==> src/mcm_pkg.sv <==
// Shared constants and types of the multitrack clip manager.
package mcm_pkg;

    localparam int MAX_TRACKS  = 8;
    localparam int SAMPLE_BITS = 16;
    localparam int FRAC_BITS   = 12;
    localparam int TRACK_W     = 3;
    localparam int POLICY_W    = 3;
    localparam int IDX_W       = (MAX_TRACKS > 1) ? $clog2(MAX_TRACKS) : 1;
    localparam int FILL_W      = $clog2(MAX_TRACKS + 1);
    localparam int SUM_W       = SAMPLE_BITS + IDX_W + 1;
    localparam int DIVD_W      = SAMPLE_BITS + FRAC_BITS;
    localparam int REM_W       = SUM_W - 1;
    localparam int CNT_W       = $clog2(DIVD_W + 1);

    localparam logic [POLICY_W-1:0] POL_NONE   = POLICY_W'(0);
    localparam logic [POLICY_W-1:0] POL_CLIP   = POLICY_W'(1);
    localparam logic [POLICY_W-1:0] POL_GLOBAL = POLICY_W'(2);
    localparam logic [POLICY_W-1:0] POL_TRACK  = POLICY_W'(3);
    localparam logic [POLICY_W-1:0] POL_FRAME  = POLICY_W'(4);

    typedef logic signed [SAMPLE_BITS-1:0] sample_t;

    localparam sample_t Q_ONE   = sample_t'(1 << FRAC_BITS);
    localparam sample_t Q_M_ONE = sample_t'(-(1 << FRAC_BITS));
    localparam sample_t S_MAX   = sample_t'((1 << (SAMPLE_BITS - 1)) - 1);
    localparam sample_t S_MIN   = sample_t'(-(1 << (SAMPLE_BITS - 1)));

    typedef enum logic [2:0] {
        ST_IDLE,
        ST_DECIDE,
        ST_LOAD,
        ST_DIV,
        ST_EMIT
    } state_t;

    typedef enum logic [1:0] {
        OP_PASS,
        OP_CLIP,
        OP_DIV
    } op_kind_t;

    typedef struct packed {
        logic accept;
        logic peak_upd;
        logic buf_wr;
        logic walk_begin;
        logic load;
        logic walk;
        logic div_step;
        logic emit;
        logic next_entry;
        logic frame_clear;
    } cmd_t;

    typedef struct packed {
        logic                mode;
        logic [POLICY_W-1:0] policy;
        logic                track_ok;
        logic                frame_end;
        logic                fill_almost;
        logic                load_div;
        logic                div_done;
        logic                out_free;
        logic                op_last;
    } status_t;

endpackage

==> src/mcm_if.sv <==
// Valid/ready channel interfaces for sample items and result items.
interface mcm_in_if;
    import mcm_pkg::*;
    logic                 valid;
    logic                 ready;
    logic                 mode;
    logic                 block_start;
    logic [TRACK_W-1:0]   track;
    sample_t              wave_in;
    sample_t              amp_in;
    logic                 frame_end;

    modport source (output valid, mode, block_start, track, wave_in, amp_in, frame_end,
                    input ready);
    modport sink (input valid, mode, block_start, track, wave_in, amp_in, frame_end,
                  output ready);
endinterface

interface mcm_out_if;
    import mcm_pkg::*;
    logic                 valid;
    logic                 ready;
    logic [TRACK_W-1:0]   track_out;
    sample_t              wave_out;
    sample_t              amp_out;
    logic                 last;

    modport source (output valid, track_out, wave_out, amp_out, last, input ready);
    modport sink (input valid, track_out, wave_out, amp_out, last, output ready);
endinterface

==> src/mcm_ctrl.sv <==
// Control state machine of the multitrack clip manager.
module mcm_ctrl (
    input  logic             clk,
    input  logic             rst_n,
    input  logic             in_valid,
    output logic             in_ready,
    input  mcm_pkg::status_t status,
    output mcm_pkg::cmd_t    cmd
);
    import mcm_pkg::*;

    state_t state_reg;
    state_t state_next;
    logic   walk_reg;
    logic   walk_next;

    always_ff @(posedge clk or negedge rst_n)
    begin
        if (!rst_n)
        begin
            state_reg <= ST_IDLE;
            walk_reg  <= 1'b0;
        end
        else
        begin
            state_reg <= state_next;
            walk_reg  <= walk_next;
        end
    end

    always_comb
    begin
        state_next = state_reg;
        walk_next  = walk_reg;
        cmd        = '0;
        in_ready   = 1'b0;
        case (state_reg)
            ST_IDLE:
            begin
                in_ready   = 1'b1;
                cmd.accept = in_valid;
                if (in_valid)
                begin
                    state_next = ST_DECIDE;
                end
            end
            ST_DECIDE:
            begin
                walk_next = 1'b0;
                if (!status.track_ok)
                begin
                    state_next = ST_IDLE;
                end
                else if (!status.mode)
                begin
                    cmd.peak_upd = 1'b1;
                    state_next   = ST_IDLE;
                end
                else if (status.policy == POL_FRAME)
                begin
                    cmd.buf_wr = 1'b1;
                    if (status.frame_end || status.fill_almost)
                    begin
                        cmd.walk_begin = 1'b1;
                        walk_next      = 1'b1;
                        state_next     = ST_LOAD;
                    end
                    else
                    begin
                        state_next = ST_IDLE;
                    end
                end
                else
                begin
                    state_next = ST_LOAD;
                end
            end
            ST_LOAD:
            begin
                cmd.load   = 1'b1;
                cmd.walk   = walk_reg;
                state_next = status.load_div ? ST_DIV : ST_EMIT;
            end
            ST_DIV:
            begin
                if (status.div_done)
                begin
                    state_next = ST_EMIT;
                end
                else
                begin
                    cmd.div_step = 1'b1;
                end
            end
            ST_EMIT:
            begin
                if (status.out_free)
                begin
                    cmd.emit = 1'b1;
                    if (walk_reg && !status.op_last)
                    begin
                        cmd.next_entry = 1'b1;
                        state_next     = ST_LOAD;
                    end
                    else
                    begin
                        cmd.frame_clear = walk_reg;
                        walk_next       = 1'b0;
                        state_next      = ST_IDLE;
                    end
                end
            end
            default:
            begin
                state_next = ST_IDLE;
            end
        endcase
    end

endmodule

==> src/mcm_dp.sv <==
// Datapath: peak store, frame buffer, shared-divisor dividers and output register.
module mcm_dp (
    input  logic                          clk,
    input  logic                          rst_n,
    input  mcm_pkg::cmd_t                 cmd,
    output mcm_pkg::status_t              status,
    input  logic                          cfg_wr_en,
    input  logic [mcm_pkg::POLICY_W-1:0]  cfg_wr_data,
    input  logic                          in_mode,
    input  logic                          in_block_start,
    input  logic [mcm_pkg::TRACK_W-1:0]   in_track,
    input  mcm_pkg::sample_t              in_wave,
    input  mcm_pkg::sample_t              in_amp,
    input  logic                          in_frame_end,
    output logic                          out_valid,
    input  logic                          out_ready,
    output logic [mcm_pkg::TRACK_W-1:0]   out_track,
    output mcm_pkg::sample_t              out_wave,
    output mcm_pkg::sample_t              out_amp,
    output logic                          out_last
);
    import mcm_pkg::*;

    function automatic sample_t clip_one(input sample_t x);
        sample_t r;
        r = x;
        if (x > Q_ONE)
        begin
            r = Q_ONE;
        end
        else if (x < Q_M_ONE)
        begin
            r = Q_M_ONE;
        end
        return r;
    endfunction

    function automatic sample_t sat_quo(input logic neg, input logic [DIVD_W-1:0] q);
        sample_t r;
        if (neg)
        begin
            if (q >= (DIVD_W'(1) << (SAMPLE_BITS - 1)))
            begin
                r = S_MIN;
            end
            else
            begin
                r = -sample_t'(q[SAMPLE_BITS-1:0]);
            end
        end
        else
        begin
            if (q > DIVD_W'(S_MAX))
            begin
                r = S_MAX;
            end
            else
            begin
                r = sample_t'(q[SAMPLE_BITS-1:0]);
            end
        end
        return r;
    endfunction

    logic [POLICY_W-1:0]       policy_reg;
    logic                      mode_reg;
    logic                      start_reg;
    logic [TRACK_W-1:0]        track_reg;
    sample_t                   wave_reg;
    sample_t                   amp_reg;
    logic                      fend_reg;

    sample_t                   global_peak_reg;
    sample_t                   track_peak_reg [MAX_TRACKS];

    sample_t                   frame_wave [MAX_TRACKS];
    sample_t                   frame_amp [MAX_TRACKS];
    logic [TRACK_W-1:0]        frame_track [MAX_TRACKS];
    logic [FILL_W-1:0]         fill_reg;
    logic signed [SUM_W-1:0]   sum_reg;
    logic [IDX_W-1:0]          idx_reg;

    op_kind_t                  kind_reg;
    op_kind_t                  kind_next;
    logic [TRACK_W-1:0]        op_trk_reg;
    sample_t                   op_w_reg;
    sample_t                   op_a_reg;
    logic                      op_last_reg;
    sample_t                   src_w;
    sample_t                   src_a;
    logic [TRACK_W-1:0]        src_trk;
    logic                      src_last;
    sample_t                   peak_sel;
    logic [REM_W-1:0]          divisor_next;
    logic [REM_W-1:0]          divisor_reg;

    logic [DIVD_W-1:0]         quo_w_reg;
    logic [DIVD_W-1:0]         quo_a_reg;
    logic [REM_W-1:0]          rem_w_reg;
    logic [REM_W-1:0]          rem_a_reg;
    logic [CNT_W-1:0]          cnt_reg;
    logic [REM_W:0]            trial_w;
    logic [REM_W:0]            trial_a;
    logic [SAMPLE_BITS-1:0]    mag_w;
    logic [SAMPLE_BITS-1:0]    mag_a;

    logic                      out_valid_reg;
    logic [TRACK_W-1:0]        out_track_reg;
    sample_t                   out_wave_reg;
    sample_t                   out_amp_reg;
    logic                      out_last_reg;
    sample_t                   res_w;
    sample_t                   res_a;
    logic [IDX_W-1:0]          trk_idx;
    sample_t                   g_base;

    assign trk_idx = track_reg[IDX_W-1:0];

    always_ff @(posedge clk)
    begin
        if (cmd.accept)
        begin
            mode_reg  <= in_mode;
            start_reg <= in_block_start;
            track_reg <= in_track;
            wave_reg  <= in_wave;
            amp_reg   <= in_amp;
            fend_reg  <= in_frame_end;
        end
    end

    always_ff @(posedge clk or negedge rst_n)
    begin
        if (!rst_n)
        begin
            policy_reg <= POL_NONE;
        end
        else if (cfg_wr_en)
        begin
            policy_reg <= cfg_wr_data;
        end
    end

    assign g_base = start_reg ? '0 : global_peak_reg;

    always_ff @(posedge clk or negedge rst_n)
    begin
        if (!rst_n)
        begin
            global_peak_reg <= '0;
            for (int i = 0; i < MAX_TRACKS; i++)
            begin
                track_peak_reg[i] <= '0;
            end
        end
        else if (cmd.peak_upd)
        begin
            global_peak_reg <= (amp_reg > g_base) ? amp_reg : g_base;
            for (int i = 0; i < MAX_TRACKS; i++)
            begin
                if (IDX_W'(i) == trk_idx)
                begin
                    if (amp_reg > (start_reg ? sample_t'(0) : track_peak_reg[i]))
                    begin
                        track_peak_reg[i] <= amp_reg;
                    end
                    else if (start_reg)
                    begin
                        track_peak_reg[i] <= '0;
                    end
                end
                else if (start_reg)
                begin
                    track_peak_reg[i] <= '0;
                end
            end
        end
    end

    always_ff @(posedge clk)
    begin
        if (cmd.buf_wr)
        begin
            frame_wave[fill_reg[IDX_W-1:0]]  <= wave_reg;
            frame_amp[fill_reg[IDX_W-1:0]]   <= amp_reg;
            frame_track[fill_reg[IDX_W-1:0]] <= track_reg;
        end
    end

    always_ff @(posedge clk or negedge rst_n)
    begin
        if (!rst_n)
        begin
            fill_reg <= '0;
            sum_reg  <= '0;
            idx_reg  <= '0;
        end
        else
        begin
            if (cfg_wr_en || cmd.frame_clear)
            begin
                fill_reg <= '0;
                sum_reg  <= '0;
            end
            else if (cmd.buf_wr)
            begin
                fill_reg <= fill_reg + 1'b1;
                sum_reg  <= sum_reg + SUM_W'(amp_reg);
            end
            if (cmd.walk_begin)
            begin
                idx_reg <= '0;
            end
            else if (cmd.next_entry)
            begin
                idx_reg <= idx_reg + 1'b1;
            end
        end
    end

    always_comb
    begin
        src_w        = wave_reg;
        src_a        = amp_reg;
        src_trk      = track_reg;
        src_last     = 1'b1;
        peak_sel     = '0;
        kind_next    = OP_PASS;
        divisor_next = '0;
        if (cmd.walk)
        begin
            src_w    = frame_wave[idx_reg];
            src_a    = frame_amp[idx_reg];
            src_trk  = frame_track[idx_reg];
            src_last = (FILL_W'(idx_reg) == fill_reg - 1'b1);
            if (sum_reg > SUM_W'(Q_ONE))
            begin
                kind_next    = OP_DIV;
                divisor_next = sum_reg[REM_W-1:0];
            end
        end
        else
        begin
            case (policy_reg)
                POL_CLIP:
                begin
                    kind_next = OP_CLIP;
                end
                POL_GLOBAL, POL_TRACK:
                begin
                    peak_sel = (policy_reg == POL_GLOBAL) ? global_peak_reg
                                                          : track_peak_reg[trk_idx];
                    divisor_next = REM_W'(peak_sel[SAMPLE_BITS-2:0]);
                    if (peak_sel != '0)
                    begin
                        kind_next = OP_DIV;
                    end
                end
                default:
                begin
                    kind_next = OP_PASS;
                end
            endcase
        end
    end

    assign mag_w   = src_w[SAMPLE_BITS-1] ? SAMPLE_BITS'(-src_w) : SAMPLE_BITS'(src_w);
    assign mag_a   = src_a[SAMPLE_BITS-1] ? SAMPLE_BITS'(-src_a) : SAMPLE_BITS'(src_a);
    assign trial_w = {rem_w_reg, quo_w_reg[DIVD_W-1]};
    assign trial_a = {rem_a_reg, quo_a_reg[DIVD_W-1]};

    always_ff @(posedge clk)
    begin
        if (cmd.load)
        begin
            kind_reg    <= kind_next;
            op_trk_reg  <= src_trk;
            op_w_reg    <= src_w;
            op_a_reg    <= src_a;
            op_last_reg <= src_last;
            divisor_reg <= divisor_next;
            quo_w_reg   <= {mag_w, FRAC_BITS'(0)};
            quo_a_reg   <= {mag_a, FRAC_BITS'(0)};
            rem_w_reg   <= '0;
            rem_a_reg   <= '0;
        end
        else if (cmd.div_step)
        begin
            if (trial_w >= {1'b0, divisor_reg})
            begin
                rem_w_reg <= REM_W'(trial_w - {1'b0, divisor_reg});
                quo_w_reg <= {quo_w_reg[DIVD_W-2:0], 1'b1};
            end
            else
            begin
                rem_w_reg <= trial_w[REM_W-1:0];
                quo_w_reg <= {quo_w_reg[DIVD_W-2:0], 1'b0};
            end
            if (trial_a >= {1'b0, divisor_reg})
            begin
                rem_a_reg <= REM_W'(trial_a - {1'b0, divisor_reg});
                quo_a_reg <= {quo_a_reg[DIVD_W-2:0], 1'b1};
            end
            else
            begin
                rem_a_reg <= trial_a[REM_W-1:0];
                quo_a_reg <= {quo_a_reg[DIVD_W-2:0], 1'b0};
            end
        end
    end

    always_ff @(posedge clk or negedge rst_n)
    begin
        if (!rst_n)
        begin
            cnt_reg <= '0;
        end
        else if (cmd.load)
        begin
            cnt_reg <= CNT_W'(DIVD_W);
        end
        else if (cmd.div_step)
        begin
            cnt_reg <= cnt_reg - 1'b1;
        end
    end

    always_comb
    begin
        case (kind_reg)
            OP_CLIP:
            begin
                res_w = clip_one(op_w_reg);
                res_a = clip_one(op_a_reg);
            end
            OP_DIV:
            begin
                res_w = sat_quo(op_w_reg[SAMPLE_BITS-1], quo_w_reg);
                res_a = sat_quo(op_a_reg[SAMPLE_BITS-1], quo_a_reg);
            end
            default:
            begin
                res_w = op_w_reg;
                res_a = op_a_reg;
            end
        endcase
    end

    always_ff @(posedge clk or negedge rst_n)
    begin
        if (!rst_n)
        begin
            out_valid_reg <= 1'b0;
        end
        else if (cmd.emit)
        begin
            out_valid_reg <= 1'b1;
        end
        else if (out_ready)
        begin
            out_valid_reg <= 1'b0;
        end
    end

    always_ff @(posedge clk)
    begin
        if (cmd.emit)
        begin
            out_track_reg <= op_trk_reg;
            out_wave_reg  <= res_w;
            out_amp_reg   <= res_a;
            out_last_reg  <= op_last_reg;
        end
    end

    assign out_valid = out_valid_reg;
    assign out_track = out_track_reg;
    assign out_wave  = out_wave_reg;
    assign out_amp   = out_amp_reg;
    assign out_last  = out_last_reg;

    always_comb
    begin
        status             = '0;
        status.mode        = mode_reg;
        status.policy      = policy_reg;
        status.track_ok    = (32'(track_reg) < MAX_TRACKS);
        status.frame_end   = fend_reg;
        status.fill_almost = (fill_reg == FILL_W'(MAX_TRACKS - 1));
        status.load_div    = (kind_next == OP_DIV);
        status.div_done    = (cnt_reg == '0);
        status.out_free    = !out_valid_reg || out_ready;
        status.op_last     = op_last_reg;
    end

    a_emit_free: assert property (@(posedge clk) disable iff (!rst_n)
        cmd.emit |-> (!out_valid_reg || out_ready))
        else $error("result register overwritten while held");

    a_fill_bound: assert property (@(posedge clk) disable iff (!rst_n)
        fill_reg <= FILL_W'(MAX_TRACKS))
        else $error("frame fill beyond track count");

    a_div_count: assert property (@(posedge clk) disable iff (!rst_n)
        cmd.div_step |-> (cnt_reg != '0))
        else $error("divider stepped past its last bit");

    a_walk_fill: assert property (@(posedge clk) disable iff (!rst_n)
        (cmd.load && cmd.walk) |-> (FILL_W'(idx_reg) < fill_reg))
        else $error("frame walk beyond buffered items");

endmodule

==> src/multitrack_clip_manager.sv <==
// Top level of the multitrack clip manager: controller plus datapath.
// Usage:
//   samples carries one track's wave/amplitude pair per item (valid/ready).
//   mode 0 items only update the global and per-track peaks; mode 1 items
//   produce results on the results channel according to clip_policy, which is
//   written through cfg_wr_en/cfg_wr_data; the user must write it only while
//   the block is idle, which the block itself does not enforce.
//   A pass-through or hard-clip item passes the decide, load and emit states
//   before its result lands in the output register; a scaled item adds the
//   divide state, the restoring divider resolving one quotient bit per cycle
//   for all 28 quotient bits (wave and amplitude in parallel).
//   A frame in anticlip mode is walked one buffered entry at a time, a full
//   frame holding up to 8 entries. A measure item updates the peaks in the decide state.
//   One item is worked on at a time; samples.ready is high only when idle.
//   Results wait in an output register; a stall on results holds the block
//   at its next emit without losing anything.
//   Reset clears policy, peaks, frame fill and all control state.
module multitrack_clip_manager (
    input  logic                         clk,
    input  logic                         rst_n,
    mcm_in_if.sink                       samples,
    mcm_out_if.source                    results,
    input  logic                         cfg_wr_en,
    input  logic [mcm_pkg::POLICY_W-1:0] cfg_wr_data
);
    import mcm_pkg::*;

    cmd_t    cmd;
    status_t status;

    mcm_ctrl u_ctrl (
        .clk      (clk),
        .rst_n    (rst_n),
        .in_valid (samples.valid),
        .in_ready (samples.ready),
        .status   (status),
        .cmd      (cmd)
    );

    mcm_dp u_dp (
        .clk            (clk),
        .rst_n          (rst_n),
        .cmd            (cmd),
        .status         (status),
        .cfg_wr_en      (cfg_wr_en),
        .cfg_wr_data    (cfg_wr_data),
        .in_mode        (samples.mode),
        .in_block_start (samples.block_start),
        .in_track       (samples.track),
        .in_wave        (samples.wave_in),
        .in_amp         (samples.amp_in),
        .in_frame_end   (samples.frame_end),
        .out_valid      (results.valid),
        .out_ready      (results.ready),
        .out_track      (results.track_out),
        .out_wave       (results.wave_out),
        .out_amp        (results.amp_out),
        .out_last       (results.last)
    );

endmodule

==> src/flat_wrapper.sv <==
// flat-port wrapper written by rule: the top's interface ports become plain ports
module multitrack_clip_manager_flat import mcm_pkg::*;
  (clk, rst_n, cfg_wr_en, cfg_wr_data, samples_valid, samples_mode, samples_block_start, samples_track, samples_wave_in, samples_amp_in, samples_frame_end, samples_ready, results_valid, results_track_out, results_wave_out, results_amp_out, results_last, results_ready);
  mcm_in_if samples_i ();
  mcm_out_if results_i ();
  input  logic clk;
  input  logic rst_n;
  input  logic cfg_wr_en;
  input  logic [mcm_pkg::POLICY_W-1:0] cfg_wr_data;
  input wire logic [$bits(samples_i.valid)-1:0] samples_valid;
  input wire logic [$bits(samples_i.mode)-1:0] samples_mode;
  input wire logic [$bits(samples_i.block_start)-1:0] samples_block_start;
  input wire logic [$bits(samples_i.track)-1:0] samples_track;
  input wire logic [$bits(samples_i.wave_in)-1:0] samples_wave_in;
  input wire logic [$bits(samples_i.amp_in)-1:0] samples_amp_in;
  input wire logic [$bits(samples_i.frame_end)-1:0] samples_frame_end;
  output wire logic [$bits(samples_i.ready)-1:0] samples_ready;
  output wire logic [$bits(results_i.valid)-1:0] results_valid;
  output wire logic [$bits(results_i.track_out)-1:0] results_track_out;
  output wire logic [$bits(results_i.wave_out)-1:0] results_wave_out;
  output wire logic [$bits(results_i.amp_out)-1:0] results_amp_out;
  output wire logic [$bits(results_i.last)-1:0] results_last;
  input wire logic [$bits(results_i.ready)-1:0] results_ready;
  assign samples_i.valid = samples_valid;
  assign samples_i.mode = samples_mode;
  assign samples_i.block_start = samples_block_start;
  assign samples_i.track = samples_track;
  assign samples_i.wave_in = samples_wave_in;
  assign samples_i.amp_in = samples_amp_in;
  assign samples_i.frame_end = samples_frame_end;
  assign samples_ready = samples_i.ready;
  assign results_valid = results_i.valid;
  assign results_track_out = results_i.track_out;
  assign results_wave_out = results_i.wave_out;
  assign results_amp_out = results_i.amp_out;
  assign results_last = results_i.last;
  assign results_i.ready = results_ready;
  multitrack_clip_manager u_core (.clk(clk), .rst_n(rst_n), .samples(samples_i), .results(results_i), .cfg_wr_en(cfg_wr_en), .cfg_wr_data(cfg_wr_data));
endmodule
==> config.mk <==
export PLATFORM = sky130hd
export DESIGN_NAME = multitrack_clip_manager_flat
export DESIGN_NICKNAME = d
export VERILOG_FILES = /design/src/mcm_pkg.sv /design/src/mcm_if.sv /design/src/mcm_ctrl.sv /design/src/mcm_dp.sv /design/src/multitrack_clip_manager.sv /design/src/flat_wrapper.sv
export SDC_FILE = /design/constraint.sdc
export NUM_CORES = 2
export LEC_CHECK = 0
export ABC_CLOCK_PERIOD_IN_PS = 9200
export BUFFER_PORTS_ARGS = -buffer_cell sky130_fd_sc_hd__buf_2
export CAP_MARGIN = 20
export CELL_PAD_IN_SITES_DETAIL_PLACEMENT = 1
export CELL_PAD_IN_SITES_GLOBAL_PLACEMENT = 2
export CORE_ASPECT_RATIO = 0.9
export CORE_MARGIN = 4
export CORE_UTILIZATION = 47
export CTS_CLUSTER_DIAMETER = 120
export DETAILED_ROUTE_END_ITERATION = 8
export GPL_ROUTABILITY_DRIVEN = 1
export HOLD_SLACK_MARGIN = 0.06
export PLACE_DENSITY = 0.92
export SLEW_MARGIN = 20
export SYNTH_ARGS = -nofsm -noshare
export SYNTH_HDL_FRONTEND = slang
export SYNTH_HIERARCHICAL = 1
export SYNTH_SLANG_ARGS = --single-unit
==> constraint.sdc <==
create_clock -name clk -period 9.2 [get_ports clk]
set_input_delay 1.84 -clock clk [delete_from_list [all_inputs] [get_ports clk]]
set_output_delay 1.84 -clock clk [all_outputs]
set_load 0.02 [all_outputs]
==> key figures <==
GRT
  – Global Route Usage Sum: 26.0%
  – Global-route wire length before repair: 166 mm
  – Number of antenna violations at the first check in global routing: 0
  – Maximum number of pins on one net before global-route repair: 145
  – Number of global-route vias before repair: 28100
  – Total grt overflow: 0

Clocking
  – Clock tree root driver cell: clkbuf_16
  – Buffer levels on the longest clock path: 3
  – Post-CTS Hold Fix Bufs: 0
  – Clock insertion delay at the later pin of the skew report: 0.65 ns
  – Count of cells resized by post-cts repair: 0
  – # clock sinks: 689
  – TritonCTS clock tree: done
  – Number of buffers inserted by post-CTS setup repair: 0
  – Maximum level of the CTS H-tree: 3
  – Number of clock buffers inserted by TritonCTS: 73
  – Clock-pin slew on the worst setup and hold paths: 0.06 ns

Critical path
  – CP Buf/Inv Count: 1
  – Startpoint kind of the worst setup timing path: flip-flop
  – Slowest library cell on the worst path: buf_4
  – Crit Path Class: flip-flop to flip-flop
  – Crit-path max FO: 60
  – Critical register-to-register path startpoint: u_core/u_dp/idx_reg[0]$_DFFE_PN0P_
  – Critical path startpoint: u_core/u_dp/idx_reg[0]$_DFFE_PN0P_
  – Chain of cells forming the critical path: buf_4 -> mux4_2 -> mux2_2 -> mux2i_1 -> nand3_1 -> nor3_1 -> nand2_1 -> o31a_1 -> xor2_1 -> a22o_1
  – Sort of element at the end of the critical path: flip-flop
  – Critical path data required time: 9.58 ns
  – Arrival time at the worst endpoint: 5.31 ns
  – Critical path's top delay family: multiplexers
  – Critical Path Max Stage Delay: 0.93 ns

Yosys
  – Dominant combinational cell family by area after synthesis: simple AND/OR/NAND/NOR gates
  – Portion of synthesized cell area occupied by the leading cell type: 36.5%
  – Register bit total from synthesis: 689
  – Post-synthesis share of cell area spent on and, or, nand and nor gates: 12.6%
  – Synthesized instance count: 3132
  – Adder and majority gate portion of the synthesized area: 7.52%
  – Dominant synthesized flop cell: edfxtp_1
  – Share of the synthesized area in compound gates (AO/OA/AOI/OAI): 11.0%
  – Yosys Warn Count: 6
  – Share of the yosys chip area belonging to registers: 52.6%
  – Most area-hungry cell type in the Yosys netlist: edfxtp_1
  – Multiplexer share of the synthesized area: 11.4%
  – Unique masters post-synth: 81
  – Parity-gate share of the synthesized area counting xor and xnor cells: 1.88%
  – Syn nets: 3395
  – Avg Cell Area, Syn: 11.6 um^2
  – Post-synthesis async set-or-reset flop share: 26.7%
  – Leading post-synthesis cells by cell area: edfxtp_1 (37%), dfrtp_1 (13%), ha_1 (7.4%)
  – Synth Cell Area: 0.0364 mm^2
  – Number of synthesized flops with an enable pin: 443

Detailed routing
  – Routed len/inst: 25.0 um
  – Final Routed Wirelength: 107 mm
  – Vias after detailed routing: 26300
  – Number of detailed-route iterations in the first pass: 5
  – Vias per cell: 6.17
  – Count of unresolved DRC violations after routing: 0
  – Detailed router's first-iteration violation count: 2296
  – Remaining number of nets flagged by the antenna check after routing: 0

Pwr
  – Worst VDD drop: 0.320 mV
  – Leakage power total: 15.7 nW
  – Total power of the final layout: 11.5 mW
  – Power density over the cells: 285 mW/mm^2

Timing
  – Relative slew slack: 20.1%
  – RSZ-0062 raised after global routing: no
  – Final Hold Fails: 0
  – Max Freq: 0.203 GHz
  – Post-Route Setup TNS: 0 ns
  – Total count of max-transition violations in the final report: 0
  – Worst-case setup margin in the final layout: 4.27 ns
  – Worst Max-Slew Pin Slew: 1.19 ns
  – Number of endpoints failing setup at the final stage: 0
  – Final critical delay including setup and external delays: 4.93 ns
  – Share of the cycle needed by the critical path after routing: 53.6%
  – Post-Route Skew: 0.0322 ns

Floorplan
  – FP Rows: 96
  – Initial standard-cell utilization of the core: 47.6%
  – Boundary Pins: 84
  – Vert. Die Dim: 272 um
  – Total die area: 0.0820 mm^2
  – Floorplan Core Area: 0.0765 mm^2
  – Horizontal die dimension: 301 um

Worst hold path
  – Tightest Hold Check Type: flip-flop to flip-flop
  – Min-delay src: u_core/u_dp/op_trk_reg[1]$_DFFE_PP_

Cells and area
  – Fraction of the core area covered by cells at the end of the flow: 52.8%
  – Area delta synth->final: 11.0%
  – Share of post-route cells with drive strength above 1: 11.9%
  – Number of nets in the final layout: 3438

Place
  – Worst setup slack before clock tree synthesis: 4.28 ns
  – Count of buffers from port buffering: 83
  – Detailed placer's ending HPWL: 69.7 mm
  – Placer's final routability congestion estimate: 0.890

Flow run
  – Maxcap violations: 0

Run status
  – Run status: complete, no violations
[Yosys cell counts, types with 7 or more instances]
cell type / instances
inv_1: 102
a221oi_1: 7
o2111ai_1: 8
xnor2_1: 62
nand3_1: 89
dfrtp_1: 184
nor3_1: 31
ha_1: 214
nor3b_1: 8
nor4_1: 21
and3_1: 9
nor2_1: 214
a31oi_1: 18
a2111oi_0: 7
o21ai_0: 216
clkbuf_1: 121
a21oi_1: 149
a22o_1: 29
buf_1: 21
mux4_2: 82
xor2_1: 16
edfxtp_1: 443
o21bai_1: 10
o31ai_1: 17
buf_2: 18
o311ai_0: 10
nand2_1: 231
mux2_2: 9
a22oi_1: 20
nand4_1: 56
a211oi_1: 31
dfxtp_1: 62
mux2i_1: 220
nand2b_1: 163
a21o_1: 66
or3_1: 20
or2_2: 8
nor2b_1: 44
[metal layers]
layer / up-vias / routed length [um] / part of all wire, % / GRT usage (%)
met2: 905 / 51000 / 48 / 42.5
met4: 0 / 3170 / 3.0 / 8.09
met3: 197 / 7060 / 6.6 / 4.45
li1: 11700 / - / - / -
met5: - / 0 / 0 / 0
met1: 13500 / 45400 / 43 / 35.5
[power breakdown]
group	internal [mW]	leakage [nW]	switching, mW	total [mW]
combinational	1.52	7.46	2.37	3.89
sequential	4.02	7.02	0.567	4.59
clock	1.75	1.19	1.30	3.05
total	7.30	15.7	4.23	11.5
[layout by cell type, fill, tap and decap left out, types with 9 or more instances in the layout]
master	count
buf_4	49
buf_2	82
mux4_2	82
xnor2_1	62
nor4_1	21
a22o_1	29
a22oi_1	20
a211oi_1	31
nor2_1	209
o311ai_0	10
clkinv_2	13
xor2_1	16
mux2_2	9
dfxtp_1	62
nor3_1	26
ha_1	214
nor2b_1	43
nand3_1	89
nand2b_1	163
a21oi_1	149
o21bai_1	10
inv_1	102
dfrtp_1	181
nand2_1	230
o31ai_1	17
a21o_1	66
clkbuf_16	74
edfxtp_1	443
a31oi_1	17
clkbuf_1	13
mux2i_1	220
clkinv_1	14
or3_1	20
nand4_1	56
o21ai_0	215
[cell type report]
| class | count | area [um^2] |
|---|---|---|
| Inverter | 107 | 402 |
| Tap cell | 1029 | 1290 |
| Sequential cell | 689 | 19200 |
| Antenna cell | 1 | 2.50 |
| Clock inverter | 45 | 484 |
| Fill cell | 7972 | 36100 |
| Timing Repair Buffer | 133 | 820 |
| Multi-Input combinational cell | 2171 | 16300 |
| Clock buffer | 91 | 1960 |
[final timing paths]
check	depth (start not counted)	slack, ns	end
max in group asynchronous	2	6.67	u_core/u_dp/global_peak_reg[0]$_DFFE_PN0P_
min in group asynchronous	1	1.23	u_core/u_dp/track_peak_reg[75]$_DFFE_PN0P_
worst max register to register	10	4.27	u_core/u_dp/quo_w_reg[25]$_DFFE_PP_
worst min-delay path	0	0.42	u_core/u_dp/out_track[1]$_DFFE_PP_
worst min register to register	0	0.42	u_core/u_dp/out_track[1]$_DFFE_PP_
worst max-delay path	10	4.27	u_core/u_dp/quo_w_reg[25]$_DFFE_PP_
[through the flow]
stage | area (um^2) | hold WS [ns] | std cells
after floorplan | 36400 | 0.400 | 3132
after global placement | 37900 | 0.403 | 4128
after detailed placement | 37900 | 0.406 | 4128
after CTS | 40400 | 0.421 | 4264
after global routing | 40400 | 0.429 | 4265
final | 40400 | 0.419 | 4266
[logic make-up (layout without fill, tap and decap cells)]
logic type,count (synthesis),after routing
buffers and inverters,272,376
XOR/XNOR,78,78
AND/OR/NAND/NOR,923,923
other,1,2
adder cells (fa/ha/maj),217,217
multiplexers,311,311
flip-flops,689,689
AO/OA/AOI/OAI,641,641
[worst reg2reg max path, stage by stage, from the launching register on]
cell,delay (ns)
dfrtp_4,0.89
buf_4,0.96
mux4_2,0.64
mux2_2,0.27
mux2i_1,0.32
nand3_1,0.23
nor3_1,0.49
nand2_1,0.19
o31a_1,0.33
xor2_1,0.16
a22o_1,0.21
Power figures use the tool's default switching activity.
